## src/gpmx_pkg.sv

```systemverilog
// Shared types, operation codes and pin decode functions for the GPIO pin access block.
// No dependencies; used by gpio_pin_access_with_mux_decode_top.
package gpmx_pkg;

    // Operation codes carried in the func field.
    localparam logic [2:0] FUNC_RD_LEVEL = 3'd0;
    localparam logic [2:0] FUNC_RD_DIR   = 3'd1;
    localparam logic [2:0] FUNC_WR_DIR   = 3'd2;
    localparam logic [2:0] FUNC_WR_DRIVE = 3'd3;
    localparam logic [2:0] FUNC_QRY_MODE = 3'd4;

    localparam logic [6:0] PIN_COUNT     = 7'd73;
    localparam logic [3:0] MODE_GPIO_OUT = 4'd8;
    localparam int         BANK_COUNT    = 4;
    localparam int         BANK_WIDTH    = 32;

    typedef logic [BANK_WIDTH-1:0] t_bank;

    // Bank and bit position of a valid pin.
    typedef struct packed {
        logic [1:0] bank;
        logic [4:0] bit_pos;
    } t_loc;

    // Group field and GPIO decision from the pin-mux word.
    typedef struct packed {
        logic [3:0] mode;
        logic       gpio;
    } t_mux;

    function automatic t_loc locate(input logic [6:0] pin);
        t_loc loc;
        logic [6:0] off;
        off = 7'd0;
        if (pin < 7'd24) begin
            loc.bank = 2'd0;
            off      = pin;
        end else if (pin < 7'd40) begin
            loc.bank = 2'd1;
            off      = pin - 7'd24;
        end else if (pin < 7'd72) begin
            loc.bank = 2'd2;
            off      = pin - 7'd40;
        end else begin
            loc.bank = 2'd3;
            off      = 7'd0;
        end
        loc.bit_pos = off[4:0];
        return loc;
    endfunction

    function automatic t_mux mux_decode(input logic [6:0] p, input logic [31:0] w);
        t_mux r;
        logic [2:0] m;
        m = 3'd0;
        r.gpio = 1'b0;
        if (p == 7'd0) begin
            r.gpio = 1'b1;
        end else if (p <= 7'd2) begin
            // I2C group.
            m      = {2'b00, w[0]};
            r.gpio = w[0];
        end else if ((p >= 7'd3 && p <= 7'd6) || (p >= 7'd37 && p <= 7'd39)) begin
            // SPI group: pins 38 and 39 are GPIO in every setting.
            m      = {1'b0, w[12:11]};
            r.gpio = w[11] || p == 7'd38 || p == 7'd39 ||
                     (p == 7'd37 && w[12:11] == 2'd3);
        end else if (p <= 7'd14) begin
            // UARTF group: lower and upper halves free up at different settings.
            m      = w[4:2];
            r.gpio = (m == 3'd7) || (p <= 7'd10 && m == 3'd4) ||
                     (p >= 7'd11 && m >= 3'd5);
        end else if (p <= 7'd16) begin
            m      = {2'b00, w[5]};
            r.gpio = w[5];
        end else if (p == 7'd17) begin
            m      = {1'b0, w[22:21]};
            r.gpio = (w[22:21] == 2'd2);
        end else if (p <= 7'd21) begin
            m      = {2'b00, w[20]};
            r.gpio = w[20];
        end else if (p <= 7'd23) begin
            m      = {1'b0, w[8:7]};
            r.gpio = (w[8:7] == 2'd2);
        end else if (p <= 7'd35) begin
            m      = {2'b00, w[9]};
            r.gpio = w[9];
        end else if (p == 7'd36) begin
            m      = {1'b0, w[16:15]};
            r.gpio = (w[16:15] == 2'd2);
        end else if (p <= 7'd44) begin
            m      = {2'b00, w[15]};
            r.gpio = w[15];
        end else if (p <= 7'd59) begin
            m      = {1'b0, w[16:15]};
            r.gpio = (w[16:15] == 2'd2);
        end else if (p <= 7'd71) begin
            m      = {2'b00, w[10]};
            r.gpio = w[10];
        end else begin
            m      = {2'b00, w[13]};
            r.gpio = w[13];
        end
        r.mode = {1'b0, m};
        return r;
    endfunction

endpackage

```

## src/gpio_pin_access_with_mux_decode_top.sv

```systemverilog
// Top level of the GPIO pin access block with pin-mux mode decode.
// Depends on gpmx_pkg for operation codes, pin location and mux decode.
//
// One pin access enters on the slave stream and one result leaves on the master
// stream for each transfer. The block takes one access per clock cycle while the
// master side keeps taking results. An access is loaded into the input register at
// its transfer edge, and its result is then loaded into the result register once
// that register can take data, from where it leaves on the master stream.
// Direction and drive bits update as the access moves from the input register to
// the result register, so back-to-back accesses to the same pin see each other's
// effects in order. Pins above 72 change nothing and return all zeros. The user
// must write the pin-mux word through i_cfg_we/i_cfg_wdata only while the block
// is idle; the block itself does not enforce this. The word resets to zero.
module gpio_pin_access_with_mux_decode_top (
    input  logic        i_clk,
    input  logic        i_rst_n,
    input  logic        i_cfg_we,
    input  logic [31:0] i_cfg_wdata,
    input  logic        s_axis_tvalid,
    output logic        s_axis_tready,
    // Bits from the lowest up: func[2:0], pin[9:3], value[10], pad_level[11], zero[15:12].
    input  logic [15:0] s_axis_tdata,
    output logic        m_axis_tvalid,
    input  logic        m_axis_tready,
    // Bits from the lowest up: ok[0], level[1], is_output[2], mode[6:3], zero[7].
    output logic [7:0]  m_axis_tdata
);

    logic [31:0]        r_mux_word;
    gpmx_pkg::t_bank    r_dir [gpmx_pkg::BANK_COUNT];
    gpmx_pkg::t_bank    r_drv [gpmx_pkg::BANK_COUNT];

    logic               r_in_vld;
    logic [2:0]         r_func;
    logic [6:0]         r_pin;
    logic               r_value;
    logic               r_pad;

    logic               r_out_vld;
    logic [7:0]         r_out_data;

    logic               out_free;
    logic               move;
    logic               pin_ok;
    gpmx_pkg::t_loc     loc;
    gpmx_pkg::t_mux     mux;
    logic               dir_cur;
    logic               n_dir;
    logic               drv_cur;
    logic               n_level;
    logic [3:0]         n_mode;
    logic [7:0]         n_out_data;

    // Handshake: the input register drains whenever the result register can take data.
    assign out_free      = !r_out_vld || m_axis_tready;
    assign move          = r_in_vld && out_free;
    assign s_axis_tready = !r_in_vld || out_free;
    assign m_axis_tvalid = r_out_vld;
    assign m_axis_tdata  = r_out_data;

    // Configuration register.
    always_ff @(posedge i_clk) begin
        if (!i_rst_n) begin
            r_mux_word <= 32'd0;
        end else if (i_cfg_we) begin
            r_mux_word <= i_cfg_wdata;
        end
    end

    // Input register.
    always_ff @(posedge i_clk) begin
        if (!i_rst_n) begin
            r_in_vld <= 1'b0;
        end else if (s_axis_tready) begin
            r_in_vld <= s_axis_tvalid;
        end
    end

    always_ff @(posedge i_clk) begin
        if (s_axis_tvalid && s_axis_tready) begin
            r_func  <= s_axis_tdata[2:0];
            r_pin   <= s_axis_tdata[9:3];
            r_value <= s_axis_tdata[10];
            r_pad   <= s_axis_tdata[11];
        end
    end

    // Decode of the registered access against the current pin state.
    always_comb begin
        pin_ok  = (r_pin < gpmx_pkg::PIN_COUNT);
        loc     = gpmx_pkg::locate(r_pin);
        mux     = gpmx_pkg::mux_decode(r_pin, r_mux_word);
        dir_cur = r_dir[loc.bank][loc.bit_pos];
        drv_cur = r_drv[loc.bank][loc.bit_pos];
        n_dir   = (r_func == gpmx_pkg::FUNC_WR_DIR) ? r_value : dir_cur;
        n_level = 1'b0;
        n_mode  = 4'd0;
        case (r_func)
            gpmx_pkg::FUNC_RD_LEVEL: begin
                n_level = n_dir ? drv_cur : r_pad;
            end
            gpmx_pkg::FUNC_QRY_MODE: begin
                n_mode = (mux.gpio && n_dir) ? gpmx_pkg::MODE_GPIO_OUT : mux.mode;
            end
            default: begin
                n_level = 1'b0;
                n_mode  = 4'd0;
            end
        endcase
        if (pin_ok) begin
            n_out_data = {1'b0, n_mode, n_dir, n_level, 1'b1};
        end else begin
            n_out_data = 8'd0;
        end
    end

    // Pin state: direction and drive bits change as the access completes.
    always_ff @(posedge i_clk) begin
        if (!i_rst_n) begin
            for (int b = 0; b < gpmx_pkg::BANK_COUNT; b++) begin
                r_dir[b] <= '0;
                r_drv[b] <= '0;
            end
        end else if (move && pin_ok) begin
            if (r_func == gpmx_pkg::FUNC_WR_DIR) begin
                r_dir[loc.bank][loc.bit_pos] <= r_value;
            end else if (r_func == gpmx_pkg::FUNC_WR_DRIVE) begin
                r_drv[loc.bank][loc.bit_pos] <= r_value;
            end
        end
    end

    // Result register.
    always_ff @(posedge i_clk) begin
        if (!i_rst_n) begin
            r_out_vld <= 1'b0;
        end else if (out_free) begin
            r_out_vld <= r_in_vld;
        end
    end

    always_ff @(posedge i_clk) begin
        if (move) begin
            r_out_data <= n_out_data;
        end
    end

endmodule

```

## config.mk

```make
export PLATFORM = sky130hd
export DESIGN_NAME = gpio_pin_access_with_mux_decode_top
export DESIGN_NICKNAME = d
export VERILOG_FILES = /design/src/gpmx_pkg.sv /design/src/gpio_pin_access_with_mux_decode_top.sv
export SDC_FILE = /design/constraint.sdc
export NUM_CORES = 1
export LEC_CHECK = 0
export ABC_AREA = 1
export ABC_CLOCK_PERIOD_IN_PS = 4360
export BUFFER_PORTS_ARGS = -buffer_cell sky130_fd_sc_hd__buf_2
export CAP_MARGIN = 20
export CORE_MARGIN = 8
export CORE_UTILIZATION = 40
export DETAILED_ROUTE_END_ITERATION = 6
export SLEW_MARGIN = 20
export SYNTH_ARGS = -nofsm -noshare
export SYNTH_HDL_FRONTEND = slang
export SYNTH_SLANG_ARGS = --single-unit
```

## constraint.sdc

```tcl
create_clock -name i_clk -period 4.36 [get_ports i_clk]
set_input_delay 0.436 -clock i_clk [delete_from_list [all_inputs] [get_ports i_clk]]
set_output_delay 0.436 -clock i_clk [all_outputs]
set_load 0.01 [all_outputs]
```

* After elaboration in Yosys (flattened, before gate mapping)
Memory sizes are Yosys's and may differ from the RTL's.
Index checks and enable logic that the tools add are counted.
W data, S select, Z words.
** Cells by class
- $add $sub $neg :: 2
- Magnitude comparators :: 22
- Equal/unequal tests :: 14
- Muxes and demuxes :: 58
- Bitwise logic cells :: 2
- Reduce and logical (&&, ||, !) cells :: 29
** Operators by type and width (number)
- $mux W32 :: 6
- $reduce_or A32 Y1 :: 2
- $mux W1 :: 29
- $eq A7 B6 Y1 const B :: 4
- $le A7 B6 Y1 const B :: 4
- $mux W2 :: 12
- $le A7 B5 Y1 const B :: 3
- $mux W5 :: 3
- $le A7 B4 Y1 const B :: 2
- $lt A7 B7 Y1 const B :: 2
- $mux W3 :: 4
- $bmux W1 S5 :: 2
- $logic_and A1 B1 Y1 :: 10
- $eq A3 B3 Y1 const B :: 3
- $eq A2 B2 Y1 const B :: 4
- $logic_or A1 B1 Y1 :: 8
- $eq A7 B5 Y1 const B :: 1
- $ge A7 B2 Y1 const B :: 1
- $ge A7 B4 Y1 const B :: 1
- $ge A7 B6 Y1 const B :: 1
- $le A7 B2 Y1 const B :: 1
- $le A7 B3 Y1 const B :: 1
- $le A7 B7 Y1 const B :: 1
- $logic_not A7 Y1 :: 1
- other kinds (17) :: 21
** Word-level totals
- Flip-flop bits (word level) :: 45
- RAM bits :: 256
- Word-level logic and storage cells :: 143
- Memories :: 2
** Memories
- r_dir :: depth 4, bits a word 32, rd ports 1, clocked after Yosys merged registers in 0, write ports 4, RTL line gpio_pin_access_with_mux_decode_top.sv:30 : gpmx_pkg::t_bank r_dir [gpmx_pkg::BANK_COUNT];
- r_drv :: depth 4, bits a word 32, rd ports 1, clocked after Yosys merged registers in 0, write ports 4, RTL line gpio_pin_access_with_mux_decode_top.sv:31 : gpmx_pkg::t_bank r_drv [gpmx_pkg::BANK_COUNT];

* Logic depth before layout (Yosys ltp)
- Word-level depth :: 16
- Gate-level depth with buffers :: 23
- Mapped depth without buffers :: 21

* Worst setup path before layout
No wires, ideal clock.
- Path kind :: register to register
- Start :: register r_pin[4]
- End :: memory r_dir[1][24] in the netlist's numbering (data pin)
- Setup time :: 0.139 ns
- Arrival :: 2.999 ns
- Setup slack :: 1.223 ns
- Cell stages (with the launch flop) :: 17
- Buffers on the path :: 3
- Clock period less this slack :: 3.137 ns
- Cells stage by stage :: edfxtp_1 clkbuf_1 inv_1 ha_1 nand4_1 nand2_1 inv_2 nand2_2 nor2_2 inv_2 nor2_1 inv_1 nor2_1 inv_2 buf_4 buf_4 nor2_1
** RTL lines
- from (decl) :: RTL line gpio_pin_access_with_mux_decode_top.sv:35 : logic [6:0] r_pin;
- from (signal assigned) :: RTL line gpio_pin_access_with_mux_decode_top.sv:82 : r_pin <= s_axis_tdata[9:3];
- to (decl) :: RTL line gpio_pin_access_with_mux_decode_top.sv:30

==> metrics.md <==
| Metric | Value |
|---|---|
| Status | `complete, no violations` |
| IO Count | `between 60 and 70` |
| Total power | `between 6 and 7 mW` |
| Core Footprint | `about 0.041 mm^2` |
| Minimum period implied by the final worst setup slack | `3.80 ns` |
| Post-synth top cells | `nand2_1, nor2_1, edfxtp_1` |
| DRT antenna net count | `0` |
| F_max | `263 MHz` |
| Crit path max fanout | `42` |
| Worst Tran Pin Value | `a little under 0.9 ns` |
| Vias in the first global route | `12.6k` |
| Drt wl/cell | `roughly 17 um` |
| Hold Vio Cnt, Final | `0` |
| CP Class | `flop to flop` |
| Net Count, Synth | `around 2.1k` |
| Worst skew pair latency | `roughly 0.55 ns` |
| # Post-CTS Setup Buffers | `0` |
| CTS Hold Bufs | `0` |
| Asr flop ratio synth | `0%` |
| RSZ-0062 raised after global routing | `false` |
| Root Driver | `clkbuf_16` |
| CTS max path bufs | `3` |
| Worst path max stage delay | `~0.56 ns` |
| Sum of negative setup slack | `0 ns` |
| Die extent in y | `219 um` |
| Tightest Hold Check Type | `primary input to flop` |
| Row count | `74` |
| Top cell type's share of synthesized area | `between 50% and 60%` |
| Synth area leaders | `edfxtp_1, nand2_1, nor2_1` |
| CP Cell Sequence | `inv_1 -> ha_1 -> inv_1 -> nand2_1 -> nand2_4 -> inv_2 -> buf_4 -> buf_4 -> nand2_4 -> nor2_8 -> inv_2 -> o21ai_0` |
| Initial DRT Pass Iterations | `5` |
| TritonCTS clock tree | `done` |
| Synth warnings | `0` |
| Vias per inst | `5.21` |
| Port Buf Inserts | `between 40 and 50` |
| Slowest stage cell, crit path | `edfxtp_1` |
| Skew final | `~0.023 ns` |
| Static Leakage | `about 7.3 nW` |
| Area Growth Syn to Fin | `9.64%` |
| Final Setup Violations | `0` |
| Top_reg_cell synth | `edfxtp_1` |
| Max-slew violations | `0` |
| Final Cycle Share | `approximately 87%` |
| Most frequent cell after synthesis | `nand2_1` |
| CTS-repair resized insts | `0` |
| RD Place Congestion | `just under 0.9` |
| Cell count after synthesis | `slightly above 2k` |
| Flops & latches, synth | `between 200 and 300` |
| Final worst slack | `about 0.56 ns` |
| Worst slack, placed | `roughly 0.56 ns` |
| Final HPWL DP | `approximately 25 mm` |
| Largest net degree at the start of global routing | `183` |
| Biggest area consumer among synthesized cells | `edfxtp_1` |
| PD cells | `387 mW/mm^2` |
| Worst IR drop on VDD | `0.000240 V` |
| First-pass GRT wire length | `68.0 mm` |
| Share of post-route cells with drive strength above 1 | `under 10%` |
| CP startpoint kind | `flop` |
| Crit path DAT | `~4 ns` |
| Synthesized cell area | `roughly 0.016 mm^2` |
| Post-synth EDFFs | `275` |
| Worst-path clk slew | `0.06 ns` |
| Slew headroom | `41.1%` |
| Initial antenna violation count | `0` |
| Gr usage total | `17.7%` |
| Post-Route WL | `approximately 43 mm` |
| GRT overflow | `0` |
| Initial Utilization | `between 40 and 50%` |
| Die area | `between 0.04 and 0.05 mm^2` |
| Number of max-cap violations | `0` |
| Residual DRC | `0` |
| Mean Syn Cell Area | `8.13 um^2` |
| CTS Buf Count | `36` |
| CTS Sinks | `between 200 and 300` |
| Register area share after synthesis | `52.4%` |
| Via Count | `between 10k and 15k` |
| Chip width | `~220 um` |
| Antenna Cells | `0` |
| Crit path required time | `roughly 4.6 ns` |
| Post-synth cell types | `42` |
| H-Tree Level Count | `2` |
| CP Capture Type | `flop` |
| Final net count | `about 2k` |
| DR iter-0 viols | `between 1.5k and 2k` |
[critical path: cells and delay by family (launching register included)]
kind                       cells  cell delay [ns]
buffers and inverters          6             1.57
and+or+nand+nor                4             0.86
DFF                            1             0.56
AOI/OAI and AO/OA              1             0.26
adders and majority gates      1             0.23
[layout by cell type (no fill, tap or decap), types with 5 or more instances in the layout]
cell       instances
clkbuf_16         37
nor3_2            25
nor3_1            27
o22ai_1           31
nand2_4            8
inv_1            198
buf_2             41
nand3b_1          10
nand4_1            6
nor2_4             7
dfxtp_1           19
a21oi_1           26
inv_2             16
buf_4             26
clkinv_1          10
o21ai_0          209
nand3_1           66
clkinv_2           6
nor2_1           308
buf_12             5
nor2_2             7
o21ai_1           42
o21a_1             6
edfxtp_1         275
nand2_1          559
o21bai_1           5
[per-stage QoR]
step / hold WS [ns] / instances / util (%) / instance area (um^2)
floorplan: 0.428 / 2027 / - / 16500
global placement: 0.446 / 2492 / 41.5 / 16900
detailed placement: 0.449 / 2492 / 41.5 / 16900
CTS: 0.0476 / 2556 / 44.4 / 18100
global route: 0.0485 / 2556 / 44.4 / 18100
finish: 0.0791 / 2556 / 44.4 / 18100
[kinds of logic after synthesis]
group,after synthesis,synth area share (%)
and+or+nand+nor,1038,26.9
buffers and inverters,355,9.53
AOI/OAI and AO/OA,334,10.8
DFF,294,52.4
adders and majority gates,4,0.304
xor gates and xnor gates,1,0.0531
other,1,0.0227
[per-layer routing]
layer / GRT usage [%] / wire [um]
met3: 3.63 / 3250
met2: 30.0 / 20600
met5: 0 / 0
met4: 4.03 / 685
met1: 23.2 / 18000
[power breakdown]
group	leakage, nW	internal [mW]	switching, mW
sequential	2.94	3.19	0.0448
clock	0.569	1.80	1.19
combinational	3.76	0.224	0.536
total	7.26	5.22	1.77
[flip-flops by register name, summed over array words and instances, names as in the netlist, 3 cells and up]
signal        cells
m_axis_tdata      7
r_dir           128
r_drv           128
r_func            3
r_mux_word       17
r_pin             7
[area by class of cell]
cell class | count | area (um^2)
Fill cell | 4003 | 22700
Inverter | 215 | 808
Clock inverter | 22 | 208
Timing Repair Buffer | 73 | 515
Sequential cell | 294 | 8640
Multi-Input combinational cell | 1378 | 6290
Tap cell | 532 | 666
Clock buffer | 42 | 955
[path summary, 6_finish.rpt]
check | slack, ns | startpoint | cells after the start | endpoint
worst max-delay path | 0.56 | r_pin[4]$_DFFE_PP_ | 12 | r_drv[1][22]$_SDFFCE_PN0P_
worst min-delay path | 0.08 | s_axis_tdata[10] | 1 | r_value$_DFFE_PP_
worst max register to register | 0.56 | r_pin[4]$_DFFE_PP_ | 12 | r_drv[1][22]$_SDFFCE_PN0P_
worst min register to register | 0.45 | r_mux_word[20]$_SDFFE_PN0P_ | 2 | r_mux_word[20]$_SDFFE_PN0P_
Note: power is estimated with default switching activity, not from simulation.
